==> src/wav_pkg.sv <==
// Shared types and constants for the WAV header chunk parser.
`timescale 1ns / 1ps
`default_nettype none
package wav_pkg;
    localparam logic [1:0] ST_OK      = 2'd0;
    localparam logic [1:0] ST_BAD_HDR = 2'd1;
    localparam logic [1:0] ST_NO_DATA = 2'd2;
    localparam logic [1:0] ST_ZERO    = 2'd3;

    localparam logic [31:0] TAG_RIFF = 32'h46464952;
    localparam logic [31:0] TAG_WAVE = 32'h45564157;
    localparam logic [31:0] TAG_FMT  = 32'h20746D66;
    localparam logic [31:0] TAG_DATA = 32'h61746164;

    typedef struct packed {
        logic [1:0]   status;
        logic [127:0] fmt;
        logic [31:0]  offset;
        logic [31:0]  size;
    } t_job;
endpackage
`default_nettype wire

==> src/wav_front.sv <==
// Byte-serial front end: walks the RIFF chunks and produces one job per file.
`timescale 1ns / 1ps
`default_nettype none
module wav_front (
    input  wire logic        i_clk,
    input  wire logic        i_rst_n,
    input  wire logic        i_valid,
    input  wire logic [7:0]  i_byte,
    input  wire logic        i_last,
    output wav_pkg::t_job    o_job,
    output logic             o_job_valid
);
    localparam logic [2:0] PH_HEADER = 3'd0, PH_TAG = 3'd1, PH_SZ_FMT = 3'd2,
                           PH_SZ_DATA = 3'd3, PH_SZ_SKIP = 3'd4, PH_FMT = 3'd5,
                           PH_SKIP = 3'd6, PH_DONE = 3'd7;

    logic [2:0]   r_phase, n_phase;
    logic [31:0]  r_pos;
    logic [3:0]   r_cnt, n_cnt;
    logic [31:0]  r_shift;
    logic [31:0]  r_skip, n_skip;
    logic         r_hok, n_hok;
    logic [127:0] r_fmt, n_fmt;
    logic [31:0]  acc;
    logic         emit;
    wav_pkg::t_job job;

    assign acc = {i_byte, r_shift[31:8]};

    always_comb begin
        n_phase = r_phase;
        n_cnt   = r_cnt + 4'd1;
        n_skip  = r_skip;
        n_hok   = r_hok;
        n_fmt   = r_fmt;
        emit    = 1'b0;
        job     = '0;
        unique case (r_phase)
            PH_HEADER: begin
                if (r_cnt == 4'd3 && acc != wav_pkg::TAG_RIFF) n_hok = 1'b0;
                if (r_cnt == 4'd11) begin
                    n_cnt = '0;
                    if (acc != wav_pkg::TAG_WAVE || !n_hok) begin
                        n_hok = 1'b0;
                        emit = 1'b1;
                        job.status = wav_pkg::ST_BAD_HDR;
                        n_phase = PH_DONE;
                    end else begin
                        n_phase = PH_TAG;
                    end
                end
            end
            PH_TAG, PH_SZ_FMT, PH_SZ_DATA, PH_SZ_SKIP: begin
                if (r_cnt == 4'd3) begin
                    n_cnt = '0;
                    priority if (r_phase == PH_TAG) begin
                        n_phase = (acc == wav_pkg::TAG_FMT) ? PH_SZ_FMT :
                                  (acc == wav_pkg::TAG_DATA) ? PH_SZ_DATA : PH_SZ_SKIP;
                    end else if (r_phase == PH_SZ_FMT) begin
                        n_skip = (acc > 32'd16) ? acc - 32'd16 : '0;
                        n_phase = PH_FMT;
                    end else if (r_phase == PH_SZ_DATA) begin
                        emit = 1'b1;
                        job.status = wav_pkg::ST_OK;
                        job.fmt = r_fmt;
                        job.offset = r_pos + 32'd1;
                        job.size = acc;
                        n_phase = PH_DONE;
                    end else begin
                        n_skip = acc;
                        n_phase = (acc != '0) ? PH_SKIP : PH_TAG;
                    end
                end
            end
            PH_FMT: begin
                n_fmt[r_cnt*8 +: 8] = i_byte;
                if (r_cnt == 4'd15) begin
                    n_cnt = '0;
                    n_phase = (r_skip != '0) ? PH_SKIP : PH_TAG;
                end
            end
            PH_SKIP: begin
                n_cnt = r_cnt;
                n_skip = r_skip - 32'd1;
                if (n_skip == '0) n_phase = PH_TAG;
            end
            default: n_cnt = r_cnt;
        endcase
        if (i_last && !emit && n_phase != PH_DONE) begin
            emit = 1'b1;
            job = '0;
            job.status = (n_phase == PH_HEADER) ? wav_pkg::ST_BAD_HDR : wav_pkg::ST_NO_DATA;
        end
    end

    always_ff @(posedge i_clk) begin
        if (!i_rst_n) begin
            r_phase <= PH_HEADER;
            r_pos <= '0;
            r_cnt <= '0;
            r_shift <= '0;
            r_skip <= '0;
            r_hok <= 1'b1;
            r_fmt <= '0;
            o_job_valid <= 1'b0;
        end else begin
            o_job_valid <= i_valid && emit;
            if (i_valid) begin
                o_job <= job;
                if (i_last) begin
                    r_phase <= PH_HEADER;
                    r_pos <= '0;
                    r_cnt <= '0;
                    r_shift <= '0;
                    r_skip <= '0;
                    r_hok <= 1'b1;
                    r_fmt <= '0;
                end else begin
                    r_phase <= n_phase;
                    r_pos <= r_pos + 32'd1;
                    r_cnt <= n_cnt;
                    if (r_phase != PH_FMT && r_phase != PH_SKIP && r_phase != PH_DONE)
                        r_shift <= acc;
                    r_skip <= n_skip;
                    r_hok <= n_hok;
                    r_fmt <= n_fmt;
                end
            end
        end
    end
endmodule
`default_nettype wire

==> src/wav_divider.sv <==
// Radix-2 restoring divider for 64-bit dividends and 32-bit divisors.
`timescale 1ns / 1ps
`default_nettype none
module wav_divider (
    input  wire logic        i_clk,
    input  wire logic        i_rst_n,
    input  wire logic        i_start,
    input  wire logic [63:0] i_num,
    input  wire logic [31:0] i_den,
    output logic [63:0]      o_quot,
    output logic             o_busy
);
    logic [63:0] r_quot;
    logic [32:0] r_rem;
    logic [6:0]  r_cnt;
    logic [31:0] r_den;
    logic [32:0] trial;
    logic [32:0] shifted;

    assign shifted = {r_rem[31:0], r_quot[63]};
    assign trial = shifted - {1'b0, r_den};
    assign o_quot = r_quot;
    assign o_busy = (r_cnt != '0);

    always_ff @(posedge i_clk) begin
        if (!i_rst_n) begin
            r_cnt <= '0;
        end else if (i_start) begin
            r_quot <= i_num;
            r_den <= i_den;
            r_rem <= '0;
            r_cnt <= 7'd64;
        end else if (r_cnt != '0) begin
            r_cnt <= r_cnt - 7'd1;
            if (!trial[32]) begin
                r_rem <= trial;
                r_quot <= {r_quot[62:0], 1'b1};
            end else begin
                r_rem <= shifted;
                r_quot <= {r_quot[62:0], 1'b0};
            end
        end
    end
endmodule
`default_nettype wire

==> src/wav_back.sv <==
// Back end: runs the duration and sample-count divisions and holds the result.
`timescale 1ns / 1ps
`default_nettype none
module wav_back (
    input  wire logic          i_clk,
    input  wire logic          i_rst_n,
    input  wire logic          i_job_valid,
    input  wire wav_pkg::t_job i_job,
    output logic               o_job_ready,
    output logic               o_res_valid,
    input  wire logic          i_res_pop,
    output wav_pkg::t_job      o_res,
    output logic [31:0]        o_ms,
    output logic [31:0]        o_samples
);
    localparam logic [2:0] S_IDLE = 3'd0, S_DIV1 = 3'd1, S_DIV2 = 3'd2,
                           S_DIV3 = 3'd3, S_OUT = 3'd4;
    logic [2:0]    r_state;
    logic          r_wait;
    logic          start;
    logic [63:0]   num;
    logic [31:0]   den;
    logic [63:0]   quot;
    logic          busy;
    logic [31:0]   ch, rate, bits;
    wav_pkg::t_job n_res;

    assign ch   = {16'd0, o_res.fmt[31:16]};
    assign rate = o_res.fmt[95:64];
    assign bits = {16'd0, o_res.fmt[127:112]};

    wav_divider u_div (
        .i_clk(i_clk), .i_rst_n(i_rst_n), .i_start(start),
        .i_num(num), .i_den(den), .o_quot(quot), .o_busy(busy)
    );

    assign o_job_ready = (r_state == S_IDLE);
    assign o_res_valid = (r_state == S_OUT);

    always_comb begin
        n_res = i_job;
        if (i_job.status == wav_pkg::ST_OK && (i_job.fmt[95:64] == '0
                || i_job.fmt[31:16] == '0 || i_job.fmt[127:112] == '0)) begin
            n_res.status = wav_pkg::ST_ZERO;
        end
    end

    always_comb begin
        start = 1'b0;
        num = '0;
        den = rate;
        unique case (r_state)
            S_DIV1: begin
                start = !busy && !r_wait;
                num = {32'd0, o_res.size} * 64'd1000;
            end
            S_DIV2: begin
                start = !busy && !r_wait;
                den = ch;
                num = {32'd0, o_res.size};
            end
            S_DIV3: begin
                start = !busy && !r_wait;
                den = bits;
                num = {32'd0, o_samples};
            end
            default: start = 1'b0;
        endcase
    end

    always_ff @(posedge i_clk) begin
        if (!i_rst_n) begin
            r_state <= S_IDLE;
        end else begin
            unique case (r_state)
                S_IDLE: if (i_job_valid) begin
                    o_res <= n_res;
                    o_ms <= '0;
                    o_samples <= '0;
                    r_state <= (n_res.status == wav_pkg::ST_OK) ? S_DIV1 : S_OUT;
                end
                S_DIV1: if (r_wait && !busy) begin
                    o_ms <= (quot[63:32] != '0) ? 32'hFFFF_FFFF : quot[31:0];
                    r_state <= S_DIV2;
                end
                S_DIV2: if (r_wait && !busy) begin
                    o_samples <= {quot[28:0], 3'b000};
                    r_state <= S_DIV3;
                end
                S_DIV3: if (r_wait && !busy) begin
                    o_samples <= quot[31:0];
                    r_state <= S_OUT;
                end
                S_OUT: if (i_res_pop) r_state <= S_IDLE;
                default: r_state <= S_IDLE;
            endcase
        end
    end

    always_ff @(posedge i_clk) begin
        if (!i_rst_n) r_wait <= 1'b0;
        else if (start) r_wait <= 1'b1;
        else if (r_wait && !busy) r_wait <= 1'b0;
    end
endmodule
`default_nettype wire

==> src/wav_header_chunk_parser_core.sv <==
// Top level of the WAV header chunk parser.
`timescale 1ns / 1ps
`default_nettype none
// Accepts one file byte per cycle while full is low and emits one result
// per file. Three 64-step divisions share one restoring divider. A
// two-entry queue between the byte parser and the divider lets the next
// file stream in while results wait to be popped; full rises when that
// queue has no room, a job just leaving the front end counted as taking one.
module wav_header_chunk_parser_core (
    input  wire logic        i_clk,
    input  wire logic        i_rst_n,
    input  wire logic        push,
    output logic             full,
    input  wire logic [7:0]  i_file_byte,
    input  wire logic        i_is_last,
    output logic             empty,
    input  wire logic        pop,
    output logic [1:0]       o_status,
    output logic [15:0]      o_format_tag,
    output logic [15:0]      o_channel_count,
    output logic [31:0]      o_sample_rate,
    output logic [31:0]      o_byte_rate,
    output logic [15:0]      o_block_align,
    output logic [15:0]      o_sample_bits,
    output logic [31:0]      o_payload_offset,
    output logic [31:0]      o_payload_size,
    output logic [31:0]      o_total_ms,
    output logic [31:0]      o_total_samples
);
    wav_pkg::t_job job, q_head, res;
    logic          job_valid, back_ready, res_valid, acc_in;
    wav_pkg::t_job r_q [2];
    logic          r_wp, r_rp;
    logic [1:0]    r_cnt;

    // Count the job that may be in flight in the front end as taking a slot.
    assign full = (r_cnt == 2'd2) || (r_cnt == 2'd1 && job_valid);
    assign acc_in = push && !full;

    wav_front u_front (
        .i_clk(i_clk), .i_rst_n(i_rst_n), .i_valid(acc_in), .i_byte(i_file_byte),
        .i_last(i_is_last), .o_job(job), .o_job_valid(job_valid)
    );

    assign q_head = r_q[r_rp];
    always_ff @(posedge i_clk) begin
        if (!i_rst_n) begin
            r_wp <= 1'b0;
            r_rp <= 1'b0;
            r_cnt <= '0;
        end else begin
            if (job_valid) begin
                r_q[r_wp] <= job;
                r_wp <= ~r_wp;
            end
            if (r_cnt != '0 && back_ready) r_rp <= ~r_rp;
            r_cnt <= r_cnt + {1'b0, job_valid} - {1'b0, (r_cnt != '0 && back_ready)};
        end
    end

    wav_back u_back (
        .i_clk(i_clk), .i_rst_n(i_rst_n), .i_job_valid(r_cnt != '0), .i_job(q_head),
        .o_job_ready(back_ready), .o_res_valid(res_valid), .i_res_pop(pop),
        .o_res(res), .o_ms(o_total_ms), .o_samples(o_total_samples)
    );

    assign empty = !res_valid;
    assign o_status = res.status;
    assign o_format_tag = res.fmt[15:0];
    assign o_channel_count = res.fmt[31:16];
    assign o_sample_rate = res.fmt[63:32];
    assign o_byte_rate = res.fmt[95:64];
    assign o_block_align = res.fmt[111:96];
    assign o_sample_bits = res.fmt[127:112];
    assign o_payload_offset = res.offset;
    assign o_payload_size = res.size;

    a_qcnt: assert property (@(posedge i_clk) disable iff (!i_rst_n) r_cnt <= 2'd2)
        else $error("job queue overflow");
    a_nojob_when_full: assert property (@(posedge i_clk) disable iff (!i_rst_n)
        (r_cnt == 2'd2) |-> !job_valid) else $error("job lost");
endmodule
`default_nettype wire

==> config.mk <==
export PLATFORM = sky130hd
export DESIGN_NAME = wav_header_chunk_parser_core
export DESIGN_NICKNAME = d
export VERILOG_FILES = /design/src/wav_pkg.sv /design/src/wav_front.sv /design/src/wav_divider.sv /design/src/wav_back.sv /design/src/wav_header_chunk_parser_core.sv
export SDC_FILE = /design/constraint.sdc
export NUM_CORES = 2
export LEC_CHECK = 0
export BUFFER_PORTS_ARGS = -buffer_cell sky130_fd_sc_hd__buf_2
export CAP_MARGIN = 20
export CORE_MARGIN = 4
export CORE_UTILIZATION = 28
export CTS_CLUSTER_SIZE = 16
export DETAILED_ROUTE_END_ITERATION = 10
export PLACE_DENSITY = 0.54
export RECOVER_POWER = 100
export SLEW_MARGIN = 20
export SYNTH_ARGS = -nofsm -noshare
export SYNTH_HDL_FRONTEND = slang
export SYNTH_HIERARCHICAL = 1
export SYNTH_SLANG_ARGS = --single-unit
==> constraint.sdc <==
create_clock -name i_clk -period 11.69 [get_ports i_clk]
set_input_delay 2.338 -clock i_clk [delete_from_list [all_inputs] [get_ports i_clk]]
set_output_delay 2.338 -clock i_clk [all_outputs]
set_load 0.05 [all_outputs]
==> out/results.ini <==
[routing]
postRouteWirelength_um = 149000
avgRoutedWirePerCell_um = 20.3
ant_nets = 0
vias = 34700
drc = 0
dr.pass1.iters = 5
drt_iter0_markers = 2775
vias_per_cell = 4.72

[placed_design]
hpwl_um = 103000
place_congestion = 0.878
port_buffers = 272
post-place-ws_ns = 5.75

[die]
num_rows = 164
core_um2 = 200000
die_height_um = 457
initial_core_util_pct = 28.2
die_x_um = 457
die-area_um2 = 209000
ios = 273

[global_routing]
grt_pass1_vias = 34300
grt_max_degree = 146
grt_pass1_wl_um = 223000
gr-total-overflow = 0
antenna_found_initial = 8
grt.total_usage_pct = 13.8

[yosys]
synth_flop_cell = edfxtp_1
synth_edf_count = 968
netlist_instances = 4359
synth_cell_types = 104
synth-seq-cells = 1209
async_flop_share_pct = 0
synth_area_um2 = 56400
yosysSeqAreaShare_pct = 60.1
yosysWarnings = 6
syn_area_per_cell_um2 = 12.9

[power]
ir_drop_mv = 0.381
cellPowerDensity_nw_per_um2 = 297
p_leak_nw = 21.7

[layout]
drive_above_1_share_pct = 8.40
seq_area_um2 = 33900
multi_input_area_um2 = 20000
fin_nets = 4842
fin_util_pct = 31.8
syn_to_final_growth_pct = 12.7
fillers = 20100

[clock_network]
clockBufferDepth = 3
cts_sinks = 1209
postCtsHoldBufs = 0
root_buffer = clkbuf_16
path_clk_slew_ns = 0.07
clock_latency_ns = 0.77
cts_tree = done
cts_buffers = 121
cts-resized-gates = 0
htreeDepth = 3
post-cts-setup-buffer-count = 0

[min_path]
holdPathStages = 0
worstHoldStart = u_front/o_job[28]
whs_endpoint = r_q[0][28]
hold_class = reg2reg

[worst_setup_path]
worst-setup-path-type = in2reg
r2r_end = u_back/u_div/o_quot[10]
r2r_cells = 5
critical_path_peak_fanout = 70
worstReg2RegStart = u_back/r_state[0]
end_kind = register
arrival_ns = 8.47
cp.required_ns = 11.88
rrSetupSlack_ns = 3.70
worst_setup_path_start_kind = input port

[timing]
fin_crit_sh_pct = 70.8
fin_tns_setup_ns = 0
fin_crit_ns = 8.27
hold_viol = 0
tightest_slew_ns = 4.68
rsz0062_at_grt = false
hold-worst-slack_ns = 0.429
fin_ws_ns = 3.42
skew_ns = 0.0676
finalSetupViolations = 0
fmax_mhz = 121
maxSlewViolCount = 1131
max_slew_margin_pct = -212

[outcome]
violations = capacitance limit, slew limit
outcome = finished with violations

[job]
cap_violations = 23

[flip-flops by register name (all words and copies together), names as in the netlist, 2 cells and up, named ones only]
signal	count
u_front/r_skip	32
u_back/o_res	194
u_back/r_state	3
u_front/r_phase	3
u_back/u_div/r_cnt	7
r_cnt	2
u_back/o_samples	32
u_front/r_shift	24
r_q	388
u_back/u_div/r_rem	32
u_front/r_pos	32
u_front/r_cnt	4
u_back/o_ms	32
u_front/r_fmt	128
u_back/u_div/o_quot	64
u_front/o_job	194
u_back/u_div/r_den	32
[cell type report]
| type | instances | area share, % |
|---|---|---|
| sequential | 1209 | 53.3 |
| multi-input combinational | 2691 | 31.4 |
| clock buffer | 166 | 5.36 |
| tap | 2656 | 5.23 |
| timing repair buffer | 317 | 2.06 |
| inverter | 242 | 1.43 |
| clock inverter | 66 | 1.18 |
| antenna | 5 | 0.0197 |
[layout by cell type, fill, tap and decap left out, types with 25 or more instances in the layout]
cell type,netlist,layout
and3_1,25,25
dfxtp_1,241,240
edfxtp_1,968,968
xnor2_1,84,84
nor4_1,55,53
nand3_1,78,78
o21ai_1,38,37
clkbuf_1,162,305
a22oi_1,204,204
clkbuf_16,0,122
and2_0,0,134
a21oi_1,120,132
nand4_1,28,28
inv_1,241,241
a21o_1,45,45
nand2_1,150,150
nor2_1,452,449
o21ai_0,149,150
xor2_1,52,52
ha_1,128,128
and2_1,199,64
fa_1,119,119
nor3_1,67,66
mux2_2,102,89
nand2b_1,33,33
mux2_1,1,169
a22o_1,32,32
[Yosys cell counts, types with 55 or more instances]
| cell | instances | area, µm² |
|---|---|---|
| edfxtp_1 | 968 | 29100 |
| nor2_1 | 452 | 1700 |
| dfxtp_1 | 241 | 4820 |
| inv_1 | 241 | 905 |
| a22oi_1 | 204 | 1530 |
| and2_1 | 199 | 1240 |
| clkbuf_1 | 162 | 608 |
| mux2_4 | 161 | 2420 |
| nand2_1 | 150 | 563 |
| o21ai_0 | 149 | 746 |
| ha_1 | 128 | 1600 |
| a21oi_1 | 120 | 601 |
| fa_1 | 119 | 2380 |
| mux2_2 | 102 | 1150 |
| xnor2_1 | 84 | 736 |
| nand3_1 | 78 | 390 |
| nor3_1 | 67 | 335 |
| nor4_1 | 55 | 344 |
[stage by stage]
stage / std cells / area [µm²] / power (mW)
global route: 7350 / 63600 / 20.3
global placement: 7114 / 60500 / 15.3
floorplan: 4380 / 56500 / 13.2
CTS: 7347 / 64700 / 19.3
detailed placement: 7115 / 60500 / 15.3
finish: 7352 / 63600 / 18.9
[report_power, final]
| group | internal [mW] | leakage [nW] | switching, mW | total, mW |
|---|---|---|---|---|
| logic | 3.37 | 8.81 | 5.81 | 9.18 |
| clock network | 2.24 | 2.00 | 1.72 | 3.96 |
| registers | 5.40 | 10.9 | 0.353 | 5.75 |
| total | 11.0 | 21.7 | 7.88 | 18.9 |
[routing by layer]
layer  track usage, %  wire length, µm
met1             19.7            70500
met2             22.1            68700
met3             1.66             6420
met4             3.83             3390
met5                0               11
[worst max-delay path by stage]
stage	startpoint	slack (ns)	to	depth (start not counted)
after floorplan	i_rst_n	0.48	r_q[0][0]	2
after global placement	u_back/o_res[7]	5.81	u_back/u_div/o_quot[37]	17
after detailed placement	u_back/o_res[3]	5.75	u_back/u_div/o_quot[35]	17
after CTS	u_back/o_res[9]	5.78	u_back/u_div/o_quot[40]	16
after global routing	i_rst_n	2.78	u_back/u_div/o_quot[10]	4
final	i_rst_n	3.42	u_back/u_div/o_quot[10]	4
[cell families after synthesis]
logic type	share of synthesized area, %
and+or+nand+nor	11.1
other	0.00664
xor gates and xnor gates	2.15
muxes	6.69
adders and majority gates	7.06
AOI/OAI and AO/OA	9.28
DFF	60.1
buffers and inverters	3.67
[critical path, cell delays in order]
cell	delay [ns]
buf_2	0.08
clkbuf_1	1.40
o21a_1	1.18
clkbuf_1	3.34
Power figures use the tool's default switching activity.
